[config.mk]
export PLATFORM = sky130hd
export DESIGN_NAME = touch_scroll_report_translator_unit
export DESIGN_NICKNAME = d
export VERILOG_FILES = /design/src/rtl/core/tsrt_pkg.sv /design/src/rtl/core/tsrt_cfg_regs.sv /design/src/rtl/core/tsrt_gesture.sv /design/src/rtl/core/tsrt_out_stage.sv /design/src/rtl/core/touch_scroll_report_translator_unit.sv
export SDC_FILE = /design/constraint.sdc
export NUM_CORES = 1
export LEC_CHECK = 0
export BUFFER_PORTS_ARGS = -buffer_cell sky130_fd_sc_hd__clkbuf_2
export CAP_MARGIN = 20
export CORE_MARGIN = 2
export CORE_UTILIZATION = 60
export CTS_BUF_LIST = sky130_fd_sc_hd__clkbuf_2 sky130_fd_sc_hd__clkbuf_4 sky130_fd_sc_hd__clkbuf_8
export CTS_CLUSTER_DIAMETER = 120
export DETAILED_ROUTE_END_ITERATION = 12
export GPL_TIMING_DRIVEN = 0
export PLACE_DENSITY = 0.88
export SYNTH_ARGS = -nofsm -noshare
export SYNTH_HDL_FRONTEND = slang
export SYNTH_SLANG_ARGS = --single-unit
[constraint.sdc]
create_clock -name clk -period 10.3 [get_ports clk]
set_clock_uncertainty 0.1 [all_clocks]
set_input_delay 1.03 -clock clk [delete_from_list [all_inputs] [get_ports clk]]
set_output_delay 1.03 -clock clk [all_outputs]
set_load 0.1 [all_outputs]
[src/rtl/core/tsrt_pkg.sv]
`timescale 1ns / 1ps
// ----------------------------------------------------------------------------
// tsrt_pkg
// Shared types and constants for the touch scroll report translator.
// ----------------------------------------------------------------------------
package tsrt_pkg;

  // Report filter values.
  localparam logic [7:0] REPORT_PREFIX = 8'hA1;
  localparam logic [7:0] REPORT_KIND   = 8'h12;
  localparam logic [7:0] TOUCH_LENGTH  = 8'd23;
  localparam int unsigned TOUCH_FLAG_BIT = 6;

  // Configuration register indexes.
  localparam int unsigned CFG_IDX_W = 2;
  typedef enum logic [CFG_IDX_W-1:0] {
    CFG_ZONE_X_LIMIT    = 2'd0,
    CFG_ZONE_Y_LIMIT    = 2'd1,
    CFG_START_THRESHOLD = 2'd2,
    CFG_STEP_THRESHOLD  = 2'd3
  } cfg_index_t;

  // Reset values of the configuration registers.
  localparam logic [7:0] ZONE_X_LIMIT_RST    = 8'd16;
  localparam logic [7:0] ZONE_Y_LIMIT_RST    = 8'hF0;
  localparam logic [7:0] START_THRESHOLD_RST = 8'd2;
  localparam logic [7:0] STEP_THRESHOLD_RST  = 8'd4;

  typedef struct packed {
    logic [7:0] zone_x_limit;
    logic [7:0] zone_y_limit;
    logic [7:0] start_threshold;
    logic [7:0] step_threshold;
  } cfg_t;

  // Touch state machine, one-hot.
  typedef enum logic [2:0] {
    ST_RELEASED  = 3'b001,
    ST_PRESSED   = 3'b010,
    ST_SCROLLING = 3'b100
  } touch_state_t;

  typedef struct packed {
    logic [7:0]  report_prefix;
    logic [7:0]  report_kind;
    logic [7:0]  button_bits;
    logic [31:0] motion_word;
    logic [7:0]  position_low;
    logic [7:0]  position_mid;
    logic [7:0]  position_y;
    logic [7:0]  touch_flags;
    logic [7:0]  report_length;
  } item_t;

  typedef struct packed {
    logic [7:0]  scroll_horizontal;
    logic [7:0]  scroll_vertical;
    logic [31:0] motion;
    logic [1:0]  buttons;
  } report_t;

  // Magnitude of an 8-bit two's complement value; -128 gives 128.
  function automatic logic [8:0] mag8(input logic [7:0] v);
    logic [8:0] m;
    if (v[7]) begin
      m = 9'd256 - {1'b0, v};
    end else begin
      m = {1'b0, v};
    end
    return m;
  endfunction

endpackage

[src/rtl/core/tsrt_cfg_regs.sv]
`timescale 1ns / 1ps
// ----------------------------------------------------------------------------
// tsrt_cfg_regs
// Write-only configuration registers for zone limits and thresholds.
// ----------------------------------------------------------------------------
module tsrt_cfg_regs (
  input  logic                          clk,
  input  logic                          rst_n,
  input  logic                          cfg_wr_en,
  input  logic [tsrt_pkg::CFG_IDX_W-1:0] cfg_index,
  input  logic [7:0]                    cfg_data,
  output tsrt_pkg::cfg_t                cfg
);

  tsrt_pkg::cfg_t cfg_r;
  tsrt_pkg::cfg_t cfg_nxt;

  always_comb begin
    cfg_nxt = cfg_r;
    if (cfg_wr_en) begin
      unique case (tsrt_pkg::cfg_index_t'(cfg_index))
        tsrt_pkg::CFG_ZONE_X_LIMIT:    cfg_nxt.zone_x_limit    = cfg_data;
        tsrt_pkg::CFG_ZONE_Y_LIMIT:    cfg_nxt.zone_y_limit    = cfg_data;
        tsrt_pkg::CFG_START_THRESHOLD: cfg_nxt.start_threshold = cfg_data;
        tsrt_pkg::CFG_STEP_THRESHOLD:  cfg_nxt.step_threshold  = cfg_data;
        default:                       cfg_nxt = cfg_r;
      endcase
    end
  end

  always_ff @(posedge clk) begin
    if (!rst_n) begin
      cfg_r.zone_x_limit    <= tsrt_pkg::ZONE_X_LIMIT_RST;
      cfg_r.zone_y_limit    <= tsrt_pkg::ZONE_Y_LIMIT_RST;
      cfg_r.start_threshold <= tsrt_pkg::START_THRESHOLD_RST;
      cfg_r.step_threshold  <= tsrt_pkg::STEP_THRESHOLD_RST;
    end else begin
      cfg_r <= cfg_nxt;
    end
  end

  assign cfg = cfg_r;

endmodule

[src/rtl/core/tsrt_gesture.sv]
`timescale 1ns / 1ps
// ----------------------------------------------------------------------------
// tsrt_gesture
// Report filter, anchor differences and the released/pressed/scrolling
// state machine that produces the scroll deltas.
// ----------------------------------------------------------------------------
module tsrt_gesture (
  input  logic              clk,
  input  logic              rst_n,
  input  tsrt_pkg::cfg_t    cfg,
  input  tsrt_pkg::item_t   item,
  input  logic              advance,
  output logic              pass,
  output tsrt_pkg::report_t rep
);

  tsrt_pkg::touch_state_t state_r, state_nxt, state_eff;
  logic [7:0] anchor_x_r, anchor_x_nxt;
  logic [7:0] anchor_y_r, anchor_y_nxt;
  logic [7:0] pos_x, dx, dy, sv, sh;
  logic [8:0] mag_x, mag_y;
  logic       touched, in_zone, moved;

  assign pass = (item.report_prefix == tsrt_pkg::REPORT_PREFIX) &&
                (item.report_kind == tsrt_pkg::REPORT_KIND) &&
                (item.button_bits[7:2] == 6'd0);

  assign pos_x   = {item.position_mid[3:0], item.position_low[7:4]};
  assign dx      = pos_x - anchor_x_r;
  assign dy      = item.position_y - anchor_y_r;
  assign mag_x   = tsrt_pkg::mag8(dx);
  assign mag_y   = tsrt_pkg::mag8(dy);
  assign touched = (item.report_length == tsrt_pkg::TOUCH_LENGTH) &&
                   item.touch_flags[tsrt_pkg::TOUCH_FLAG_BIT];
  assign in_zone = ($signed(anchor_x_r) <= $signed(cfg.zone_x_limit)) &&
                   ($signed(anchor_y_r) >= $signed(cfg.zone_y_limit));
  assign moved   = (mag_x > {1'b0, cfg.start_threshold}) ||
                   (mag_y > {1'b0, cfg.start_threshold});

  always_comb begin
    sv           = 8'd0;
    sh           = 8'd0;
    state_eff    = state_r;
    state_nxt    = state_r;
    anchor_x_nxt = anchor_x_r;
    anchor_y_nxt = anchor_y_r;
    // A lost touch while scrolling flushes the pending differences once.
    if (!touched) begin
      if (state_r == tsrt_pkg::ST_SCROLLING) begin
        sv = dy;
        sh = dx;
      end
      state_eff = tsrt_pkg::ST_RELEASED;
      state_nxt = tsrt_pkg::ST_RELEASED;
    end
    unique case (state_eff)
      tsrt_pkg::ST_RELEASED: begin
        if (touched) begin
          state_nxt    = tsrt_pkg::ST_PRESSED;
          anchor_x_nxt = pos_x;
          anchor_y_nxt = item.position_y;
        end
      end
      tsrt_pkg::ST_PRESSED: begin
        if (in_zone && moved) begin
          state_nxt    = tsrt_pkg::ST_SCROLLING;
          anchor_x_nxt = pos_x;
          anchor_y_nxt = item.position_y;
        end
      end
      tsrt_pkg::ST_SCROLLING: begin
        if (mag_y >= {1'b0, cfg.step_threshold}) begin
          anchor_y_nxt = item.position_y;
          sv           = dy;
        end
        if (mag_x >= {1'b0, cfg.step_threshold}) begin
          anchor_x_nxt = pos_x;
          sh           = dx;
        end
      end
      default: begin
        state_nxt = state_r;
      end
    endcase
  end

  always_ff @(posedge clk) begin
    if (!rst_n) begin
      state_r    <= tsrt_pkg::ST_RELEASED;
      anchor_x_r <= 8'd0;
      anchor_y_r <= 8'd0;
    end else if (advance && pass) begin
      state_r    <= state_nxt;
      anchor_x_r <= anchor_x_nxt;
      anchor_y_r <= anchor_y_nxt;
    end
  end

  assign rep.buttons           = item.button_bits[1:0];
  assign rep.motion            = item.motion_word;
  assign rep.scroll_vertical   = sv;
  assign rep.scroll_horizontal = sh;

  // A dropped or waiting report leaves the machine alone.
  a_hold_without_pass: assert property (@(posedge clk) disable iff (!rst_n)
    !(advance && pass) |=> $stable(state_r) && $stable(anchor_x_r) && $stable(anchor_y_r))
    else $error("gesture state changed without a passing report");

  // Scroll deltas only come out of the scrolling state.
  a_scroll_from_scrolling: assert property (@(posedge clk) disable iff (!rst_n)
    (sv != 8'd0 || sh != 8'd0) |-> state_r == tsrt_pkg::ST_SCROLLING)
    else $error("scroll delta outside scrolling state");

  // Entering scrolling always re-anchors to the current position.
  a_scroll_entry_anchor: assert property (@(posedge clk) disable iff (!rst_n)
    (advance && pass && state_r == tsrt_pkg::ST_PRESSED &&
     state_nxt == tsrt_pkg::ST_SCROLLING) |=>
    anchor_x_r == $past(pos_x) && anchor_y_r == $past(item.position_y))
    else $error("anchor not taken on entry to scrolling");

endmodule

[src/rtl/core/tsrt_out_stage.sv]
`timescale 1ns / 1ps
// ----------------------------------------------------------------------------
// tsrt_out_stage
// Duplicate suppression against the last sent report and the result register.
// ----------------------------------------------------------------------------
module tsrt_out_stage (
  input  logic              clk,
  input  logic              rst_n,
  input  logic              load,
  input  tsrt_pkg::report_t rep,
  input  logic              out_stall,
  output logic              out_valid,
  output tsrt_pkg::report_t out_rep
);

  tsrt_pkg::report_t last_r;
  tsrt_pkg::report_t out_rep_r;
  logic              sent_r;
  logic              out_valid_r, out_valid_nxt;
  logic              emit;

  assign emit = load && !(sent_r && (rep == last_r));

  always_comb begin
    out_valid_nxt = out_valid_r;
    if (emit) begin
      out_valid_nxt = 1'b1;
    end else if (out_valid_r && !out_stall) begin
      out_valid_nxt = 1'b0;
    end
  end

  always_ff @(posedge clk) begin
    if (!rst_n) begin
      out_valid_r <= 1'b0;
      sent_r      <= 1'b0;
      last_r      <= '0;
    end else begin
      out_valid_r <= out_valid_nxt;
      if (emit) begin
        sent_r <= 1'b1;
        last_r <= rep;
      end
    end
  end

  always_ff @(posedge clk) begin
    if (emit) begin
      out_rep_r <= rep;
    end
  end

  assign out_valid = out_valid_r;
  assign out_rep   = out_rep_r;

  // The pending result is always the last report recorded as sent.
  a_out_matches_last: assert property (@(posedge clk) disable iff (!rst_n)
    out_valid_r |-> (out_rep_r == last_r) && sent_r)
    else $error("pending result differs from last sent report");

  // A new result is never loaded over one that is still stalled.
  a_no_overwrite: assert property (@(posedge clk) disable iff (!rst_n)
    emit |-> !(out_valid_r && out_stall))
    else $error("result overwritten while stalled");

endmodule

[src/rtl/core/touch_scroll_report_translator_unit.sv]
`timescale 1ns / 1ps
// ----------------------------------------------------------------------------
// touch_scroll_report_translator_unit
// Translates raw touch-mouse reports into standard mouse reports with
// vertical and horizontal scroll deltas, suppressing repeated reports.
// ----------------------------------------------------------------------------
//
//   Channel  Direction  Handshake              Contents
//   in_*     input      in_valid / in_stall    one raw touch-mouse report
//   out_*    output     out_valid / out_stall  buttons, motion, scroll deltas
//   cfg_*    input      cfg_wr_en              register index and 8-bit data
//
// One transaction can be accepted on every clock cycle while in_stall is low.
// An accepted report is held in the input register until it can advance; the
// gesture logic and duplicate check then load the result register, which
// presents it on the output channel. Reports that fail the filter or repeat the
// last sent report produce no output transaction but still update nothing or
// only the gesture state respectively. in_stall rises only when the input
// register is full and the result register is full and stalled. rst_n is
// synchronous and returns the gesture machine to released, anchors to zero and
// the registers to their defaults; no result is pending after reset.
// ----------------------------------------------------------------------------
module touch_scroll_report_translator_unit (
  input  logic                           clk,
  input  logic                           rst_n,
  // Input channel.
  input  logic                           in_valid,
  output logic                           in_stall,
  input  logic [7:0]                     in_report_prefix,
  input  logic [7:0]                     in_report_kind,
  input  logic [7:0]                     in_button_bits,
  input  logic [31:0]                    in_motion_word,
  input  logic [7:0]                     in_position_low,
  input  logic [7:0]                     in_position_mid,
  input  logic signed [7:0]              in_position_y,
  input  logic [7:0]                     in_touch_flags,
  input  logic [7:0]                     in_report_length,
  // Result channel.
  output logic                           out_valid,
  input  logic                           out_stall,
  output logic [1:0]                     out_buttons_out,
  output logic [31:0]                    out_motion_out,
  output logic signed [7:0]              out_scroll_vertical,
  output logic signed [7:0]              out_scroll_horizontal,
  // Configuration port.
  input  logic                           cfg_wr_en,
  input  logic [tsrt_pkg::CFG_IDX_W-1:0] cfg_index,
  input  logic [7:0]                     cfg_data
);

  tsrt_pkg::cfg_t    cfg;
  tsrt_pkg::item_t   item_r;
  tsrt_pkg::report_t rep;
  tsrt_pkg::report_t out_rep;
  logic              item_valid_r, item_valid_nxt;
  logic              in_accept;
  logic              advance;
  logic              pass;

  // The input register moves on whenever the result register can take a
  // result this cycle, whether or not this report ends up producing one.
  assign advance   = item_valid_r && (!out_valid || !out_stall);
  assign in_stall  = item_valid_r && !advance;
  assign in_accept = in_valid && !in_stall;

  always_comb begin
    item_valid_nxt = item_valid_r;
    if (in_accept) begin
      item_valid_nxt = 1'b1;
    end else if (advance) begin
      item_valid_nxt = 1'b0;
    end
  end

  always_ff @(posedge clk) begin
    if (!rst_n) begin
      item_valid_r <= 1'b0;
    end else begin
      item_valid_r <= item_valid_nxt;
    end
  end

  // Payload register; no reset is needed as the valid bit qualifies it.
  always_ff @(posedge clk) begin
    if (in_accept) begin
      item_r.report_prefix <= in_report_prefix;
      item_r.report_kind   <= in_report_kind;
      item_r.button_bits   <= in_button_bits;
      item_r.motion_word   <= in_motion_word;
      item_r.position_low  <= in_position_low;
      item_r.position_mid  <= in_position_mid;
      item_r.position_y    <= in_position_y;
      item_r.touch_flags   <= in_touch_flags;
      item_r.report_length <= in_report_length;
    end
  end

  tsrt_cfg_regs u_cfg_regs (
    .clk       (clk),
    .rst_n     (rst_n),
    .cfg_wr_en (cfg_wr_en),
    .cfg_index (cfg_index),
    .cfg_data  (cfg_data),
    .cfg       (cfg)
  );

  tsrt_gesture u_gesture (
    .clk     (clk),
    .rst_n   (rst_n),
    .cfg     (cfg),
    .item    (item_r),
    .advance (advance),
    .pass    (pass),
    .rep     (rep)
  );

  tsrt_out_stage u_out_stage (
    .clk       (clk),
    .rst_n     (rst_n),
    .load      (advance && pass),
    .rep       (rep),
    .out_stall (out_stall),
    .out_valid (out_valid),
    .out_rep   (out_rep)
  );

  assign out_buttons_out       = out_rep.buttons;
  assign out_motion_out        = out_rep.motion;
  assign out_scroll_vertical   = out_rep.scroll_vertical;
  assign out_scroll_horizontal = out_rep.scroll_horizontal;

  // The input side only waits behind a full, stalled result register.
  a_stall_cause: assert property (@(posedge clk) disable iff (!rst_n)
    in_stall |-> item_valid_r && out_valid && out_stall)
    else $error("input stalled without a blocked result");

  // An accepted transaction always lands in the input register.
  a_accept_loads: assert property (@(posedge clk) disable iff (!rst_n)
    in_accept |=> item_valid_r)
    else $error("accepted transaction not held");

  // A report held in the input register leaves it as soon as it can advance.
  a_advance_drains: assert property (@(posedge clk) disable iff (!rst_n)
    (advance && !in_accept) |=> !item_valid_r)
    else $error("input register not drained");

endmodule

======== Yosys cells after proc, flatten, opt, wreduce, memory -nomap -nowiden ========
Cells that the tools add are included.
cells by class
  $add $sub $neg .......................... 4
  $lt $le $gt $ge ......................... 6
  equal/unequal tests ..................... 15
  reductions and logical operators ........ 31
  multiplexer cells ....................... 26
operators with widths
  kind                                                                     count
  8-bit two-way mux                                                        14
  50-bit equality test                                                     1
  8-bit one-hot mux with 3 select lines                                    2
  9-bit by 8-bit >= comparator with 1-bit output                           2
  9-bit by 8-bit greater-than comparator with 1-bit output                 2
  9-bit two-way mux                                                        2
  9-bit by 8-bit subtractor with 9-bit output, first input constant        2
  8-bit by 5-bit equality test with 1-bit output, second input constant    2
  8-bit subtractor                                                         2
  1-bit logical AND                                                        12
  2-bit AND reduction                                                      5
  5-bit AND reduction                                                      2
  3-bit two-way mux                                                        3
  3-bit one-hot mux with 3 select lines                                    1
  8-bit equality test, second input constant                               1
  8-bit >= comparator                                                      1
  8-bit <= comparator                                                      1
  2-bit by 1-bit inequality test with 1-bit output, second input constant  4
  3-bit equality test, second input constant                               2
  6-bit zero test                                                          1
  1-bit zero test                                                          5
  2-bit equality test, second input constant                               2
  1-bit two-way mux                                                        4
  2-bit nonzero test                                                       2
  6 further kinds                                                          7
word-level totals
  bits of input ports ..................... 111
  output and inout bits ................... 52
  register bits ........................... 245
  word-level logic and storage cells ...... 109

======== Depth between registers and ports, before layout ========
  depth after elaboration ................. 11
  depth in mapped cells ................... 23
  depth with buffers taken out ............ 20

======== Hierarchy ========
Synthesis repeated with hierarchy kept, for this count alone.
unflattened totals
  cells, all modules ...................... 1005
  area, all modules ....................... 11687.5 um^2
by module, submodules not included
  module                               area an instance (um^2)  sequential area each (um^2)  times used  cells an instance
  tsrt_out_stage                       4160.2                   2542.4                       1           345
  tsrt_gesture                         3334.4                   380.4                        1           434
  touch_scroll_report_translator_unit  2945.3                   2902.8                       1           102
  tsrt_cfg_regs                        1247.4                   640.6                        1           124

======== Least setup slack after synthesis ========
No wires, ideal clock.
  path type ............................... register -> register
  start ................................... reg item_r[16] in the netlist's numbering
  end ..................................... reg u_out_stage.out_rep_r (netlist bit u_out_stage.out_rep[0]), enable pin
  stages on the path, launching flop included .. 19
  data arrival time ....................... 6.764 ns
  period minus slack after synthesis ...... 7.353 ns
  library setup time ...................... 0.490 ns
  path slack .............................. 2.947 ns
  cell sequence ........................... edfxtp_1 inv_1 ha_1 inv_1 fa_1 a21o_1 a21oi_1 xor2_1 and3_1 a31oi_1 xor2_1 ha_1 and3_1 nand3_1 o21ai_0 o21ai_0 or3_1 o2111a_1 a31oi_1
between the ends
  longest elaborated chain between the ends .. 10
ends and longest elaborated chain
  element                                         line                                       text
  from (decl)                                     touch_scroll_report_translator_unit.sv:52  tsrt_pkg::item_t item_r;
  8-bit subtractor *                              tsrt_gesture.sv:30                         assign dy = item.position_y - anchor_y_r;
  9-bit by 8-bit subtractor with 9-bit output     tsrt_pkg.sv:66                             m = 9'd256 - {1'b0, v};
  9-bit two-way mux                               tsrt_pkg.sv:65                             if (v[7]) begin
  9-bit by 8-bit >= comparator with 1-bit output  tsrt_gesture.sv:72                         if (mag_y >= {1'b0, cfg.step_threshold}) begin
  8-bit two-way mux                               tsrt_gesture.sv:72
  8-bit two-way mux *                             tsrt_gesture.sv:56                         unique case (state_eff)
  50-bit equality test *                          tsrt_out_stage.sv:22                       assign emit = load && !(sent_r && (rep == last_r));
  1-bit logical AND *                             tsrt_out_stage.sv:22
  1-bit zero test *                               tsrt_out_stage.sv:22
  1-bit logical AND *                             tsrt_out_stage.sv:22
  named net u_out_stage.emit                      tsrt_out_stage.sv:20                       logic emit;
  to (signal assigned)                            tsrt_out_stage.sv:49                       out_rep_r <= rep;
  to (decl)                                       tsrt_out_stage.sv:17                       tsrt_pkg::report_t out_rep_r;
The timed path passes the listed nets; every way through them passes the cells marked *.
A chain may end at the register's enable or synchronous reset.

======== Worst setup path after layout ========
  start ................................... reg item_r[19] in the netlist's numbering
  end ..................................... reg u_out_stage.last_r[24] in the netlist's numbering
between the ends
  longest elaborated chain between the ends .. 10
ends and longest elaborated chain
  element                                         line                  text
  8-bit subtractor *                              tsrt_gesture.sv:30
  9-bit by 8-bit subtractor with 9-bit output     tsrt_pkg.sv:66
  9-bit two-way mux                               tsrt_pkg.sv:65
  9-bit by 8-bit >= comparator with 1-bit output  tsrt_gesture.sv:72
  8-bit two-way mux                               tsrt_gesture.sv:72
  8-bit two-way mux *                             tsrt_gesture.sv:56
  50-bit equality test *                          tsrt_out_stage.sv:22
  1-bit logical AND *                             tsrt_out_stage.sv:22
  1-bit zero test *                               tsrt_out_stage.sv:22
  1-bit logical AND *                             tsrt_out_stage.sv:22
  to (signal assigned)                            tsrt_out_stage.sv:42  last_r <= rep;
  to (decl)                                       tsrt_out_stage.sv:16  tsrt_pkg::report_t last_r;
Every way passes the cells marked *; elsewhere a longest branch is shown, timed or not.

==> flow_metrics.tcl <==
set metrics [dict create \
    antenna_found_initial 0 \
    relSlewSlack_pct 24.7 \
    ctsRootBufferMaster "clkbuf_8" \
    area_growth_pct 16.9 \
    synth_seq_cells 235 \
    synth_compound_area_share_pct 15.3 \
    grt_pass1_wl_um 50300 \
    holdCritPathClass "register to register" \
    cts.clk_slew.worst_paths_ns 0.06 \
    worst_ep_required_time_ns 10.60 \
    tightest_slew_ns 1.12 \
    yosys.area_share.simple_pct 17.2 \
    top_usage_layer "met2" \
    port_buffers 146 \
    r2r_slack_ns 3.34 \
    fillers 1365 \
    drc 0 \
    fp.dieW_um 145 \
    clkSinkCount 235 \
    netlist.top_cell.by_area "edfxtp_1" \
    num_antenna_cells 0 \
    p_comb_share_pct 12.8 \
    leakage_nw 5.63 \
    setup-violations-final 0 \
    grt_pass1_vias 10100 \
    synth_fp_nets 1334 \
    whs_path_depth 2 \
    yosysWarnings 0 \
    via_per_inst 6.20 \
    num-nets-final 1528 \
    power.total_mw 2.18 \
    seqPwrFrac_pct 48.0 \
    synth_top_family_by_area "simple AND/OR/NAND/NOR gates" \
    yosysUniqueCellTypes 76 \
    rr_endpoint "u_out_stage.last_r[24]" \
    power.density_nw_per_um2 156 \
    synth_area_um2 12000 \
    irDropWorstVdd_mv 0.125 \
    cts_resized 0 \
    cap_violations 0 \
    switching_power_uw 566 \
    synth_edf_count 131 \
    layout_commonest_cell "nand2_1" \
    dp_hpwl_um 22700 \
    dr.first_iter.drc_count 1197 \
    first_pass_iters 6 \
    fin_ws_ns 3.34 \
    ant_nets 0 \
    clk_path_buf_depth 3 \
    startpoint "item_r[19]" \
    initial_utilization_pct 61.3 \
    cts_tree "done" \
    reg2regPathDepth 22 \
    cp_max_fo 10 \
    htreeDepth 2 \
    cts_hold_buf 0 \
    place_congestion 0.958 \
    drive_above_1_share_pct 17.1 \
    status "complete, no violations" \
    dp_slack_ns 3.67 \
    synth.mux.area_fraction_pct 1.95 \
    yosysSeqAreaShare_pct 50.3 \
    fp.dieH_um 145 \
    overflow 0 \
    route.final.wire_length_um 31700 \
    finalCriticalPeriod_ns 6.96 \
    met2_usage_pct 47.6 \
    netlist_instances 1157 \
    layout_common_cells "nand2_1 (202), clkbuf_2 (146), edfxtp_1 (131)" \
    vias 10200 \
    cp-end-kind "register" \
    setup-tns-final_ns 0 \
    synthFlopType "edfxtp_1" \
    synth-xor-area-share_pct 4.36 \
    grt_use_met1_pct 39.0 \
    pin_count 163 \
    wl_per_cell_um 19.3 \
    arrival_ns 7.27 \
    max_freq_mhz 144 \
    crit_type "register to register" \
    hold_viol 0 \
    core.rowCount 51 \
    track_usage_pct 29.6 \
    synth_top_area_share_pct 32.9 \
    swShare_pct 26.0 \
    intPower_mw 1.61 \
    crit-reg2reg-launch "item_r[19]" \
    use_met3_pct 6.64 \
    syn_area_per_cell_um2 10.3 \
    post_cts_buffers 0 \
    yosys-top-cells-area "edfxtp_1 (33%), dfxtp_1 (17%), ha_1 (6.7%)" \
    coreArea_um2 19500 \
    clkLatencyLatePin_ns 0.54 \
    final_max_slew_viol_count 0 \
    period_share_pct 67.6 \
    holdCritStartpoint "u_cfg_regs.cfg[12]" \
    cts_buffers 39 \
    pwr-share-clk_pct 39.2 \
    start_kind "register" \
    grt_setup_unrepaired "false" \
    async_flop_share_pct 0 \
    grt_max_degree 35 \
    synthAdderAreaFrac_pct 7.03 \
    cp-endpoint "u_out_stage.last_r[24]" \
    dieArea_um2 21100 \
]
==> cell usage after synthesis, types with 7 or more instances <==
| cell | number |
|---|---|
| nor4_1 | 21 |
| o21ai_0 | 25 |
| inv_1 | 61 |
| o21a_1 | 9 |
| edfxtp_1 | 131 |
| nor2b_1 | 23 |
| ha_1 | 64 |
| a211oi_1 | 7 |
| clkbuf_1 | 51 |
| a31oi_1 | 11 |
| xor2_1 | 41 |
| nor3_1 | 12 |
| dfxtp_1 | 104 |
| a2bb2oi_1 | 38 |
| a21boi_0 | 18 |
| or3_1 | 7 |
| nand2_1 | 202 |
| a21o_1 | 12 |
| o221ai_1 | 12 |
| xnor2_1 | 14 |
| mux2i_1 | 21 |
| nand4_1 | 13 |
| and3_1 | 44 |
| nand3_1 | 9 |
| nor2_1 | 42 |
| a21oi_1 | 24 |
| nand2b_1 | 7 |
| o311ai_0 | 33 |
==> final cells by class <==
type / count / area, um^2 / area share [%]
Clock inverter: 21 / 176 / 1.26
Multi-Input combinational cell: 804 / 5510 / 39.4
Timing Repair Buffer: 153 / 856 / 6.12
Inverter: 61 / 229 / 1.64
Buffer: 57 / 230 / 1.65
Sequential cell: 235 / 6020 / 43.0
Clock buffer: 51 / 633 / 4.53
Tap cell: 265 / 332 / 2.37
==> stage by stage <==
step                std cells  util [%]  instance area (um^2)  hold WS (ns)
global route             1647      71.6                 14000         0.396
detailed placement       1573      67.4                 13200         0.362
CTS                      1645      71.5                 14000         0.369
floorplan                1157         -                 12000         0.343
finish                   1647      71.6                 14000         0.366
global placement         1568      66.7                 13000         0.353
==> logic make-up after synthesis <==
family,count (synthesis)
buffers and inverters,118
and+or+nand+nor,418
adders and majority gates,66
DFF,235
xor gates and xnor gates,57
muxes,23
AOI/OAI and AO/OA,240
==> state kept, by name, indices dropped and copies added, names as in the netlist <==
| signal | count |
|---|---|
| u_out_stage.last_r | 50 |
| u_out_stage.out_rep | 50 |
| u_out_stage.out_valid | 1 |
| u_out_stage.sent_r | 1 |
| u_gesture.state_r | 3 |
| u_gesture.anchor_x_r | 8 |
| item_r | 81 |
| u_cfg_regs.cfg | 32 |
| u_gesture.anchor_y_r | 8 |
| item_valid_r | 1 |
==> worst min-delay path by stage <==
| stage | end | slack, ns |
|---|---|---|
| 2_1_floorplan | u_cfg_regs.cfg[10] | 0.34 |
| 3_3_place_gp | u_cfg_regs.cfg[7] | 0.35 |
| 3_5_place_dp | u_cfg_regs.cfg[4] | 0.36 |
| 4_1_cts | u_cfg_regs.cfg[12] | 0.37 |
| 5_1_grt | u_cfg_regs.cfg[4] | 0.40 |
| 6_report | u_cfg_regs.cfg[12] | 0.37 |
==> routing by layer <==
layer  share of wire, %  vias up
met5                  0        -
met2                 45      623
met1                 40     4787
met4                4.0        0
met3                 10      119
li1                   -     4682
==> power groups by stage <==
| stage | Clock [mW] | Sequential [mW] | Combinational [mW] |
|---|---|---|---|
| final | 0.855 | 1.05 | 0.279 |
| after floorplan | 0 | 1.06 | 0.182 |
| after global routing | 0.902 | 1.05 | 0.305 |
| after detailed placement | 0 | 1.06 | 0.268 |
| after CTS | 0.861 | 1.04 | 0.271 |
| after global placement | 0 | 1.06 | 0.254 |
==> critical path: stages, from the launching register on <==
cell      delay (ns)
edfxtp_1        0.41
ha_1            0.31
clkbuf_1        0.24
and3_1          0.25
nor4_1          0.31
a211oi_1        0.14
nor3b_1         0.53
clkbuf_1        0.47
a31oi_1         0.10
xor2_1          0.19
ha_1            0.36
and3_1          0.18
nand3_1         0.08
o21ai_0         0.62
o21ai_0         0.27
clkbuf_1        0.31
a21oi_1         0.24
and3b_1         0.20
nand4b_1        0.22
clkbuf_1        0.44
clkbuf_1        0.49
nand2_1         0.19
o311ai_0        0.17
Power figures use the tool's default switching activity.
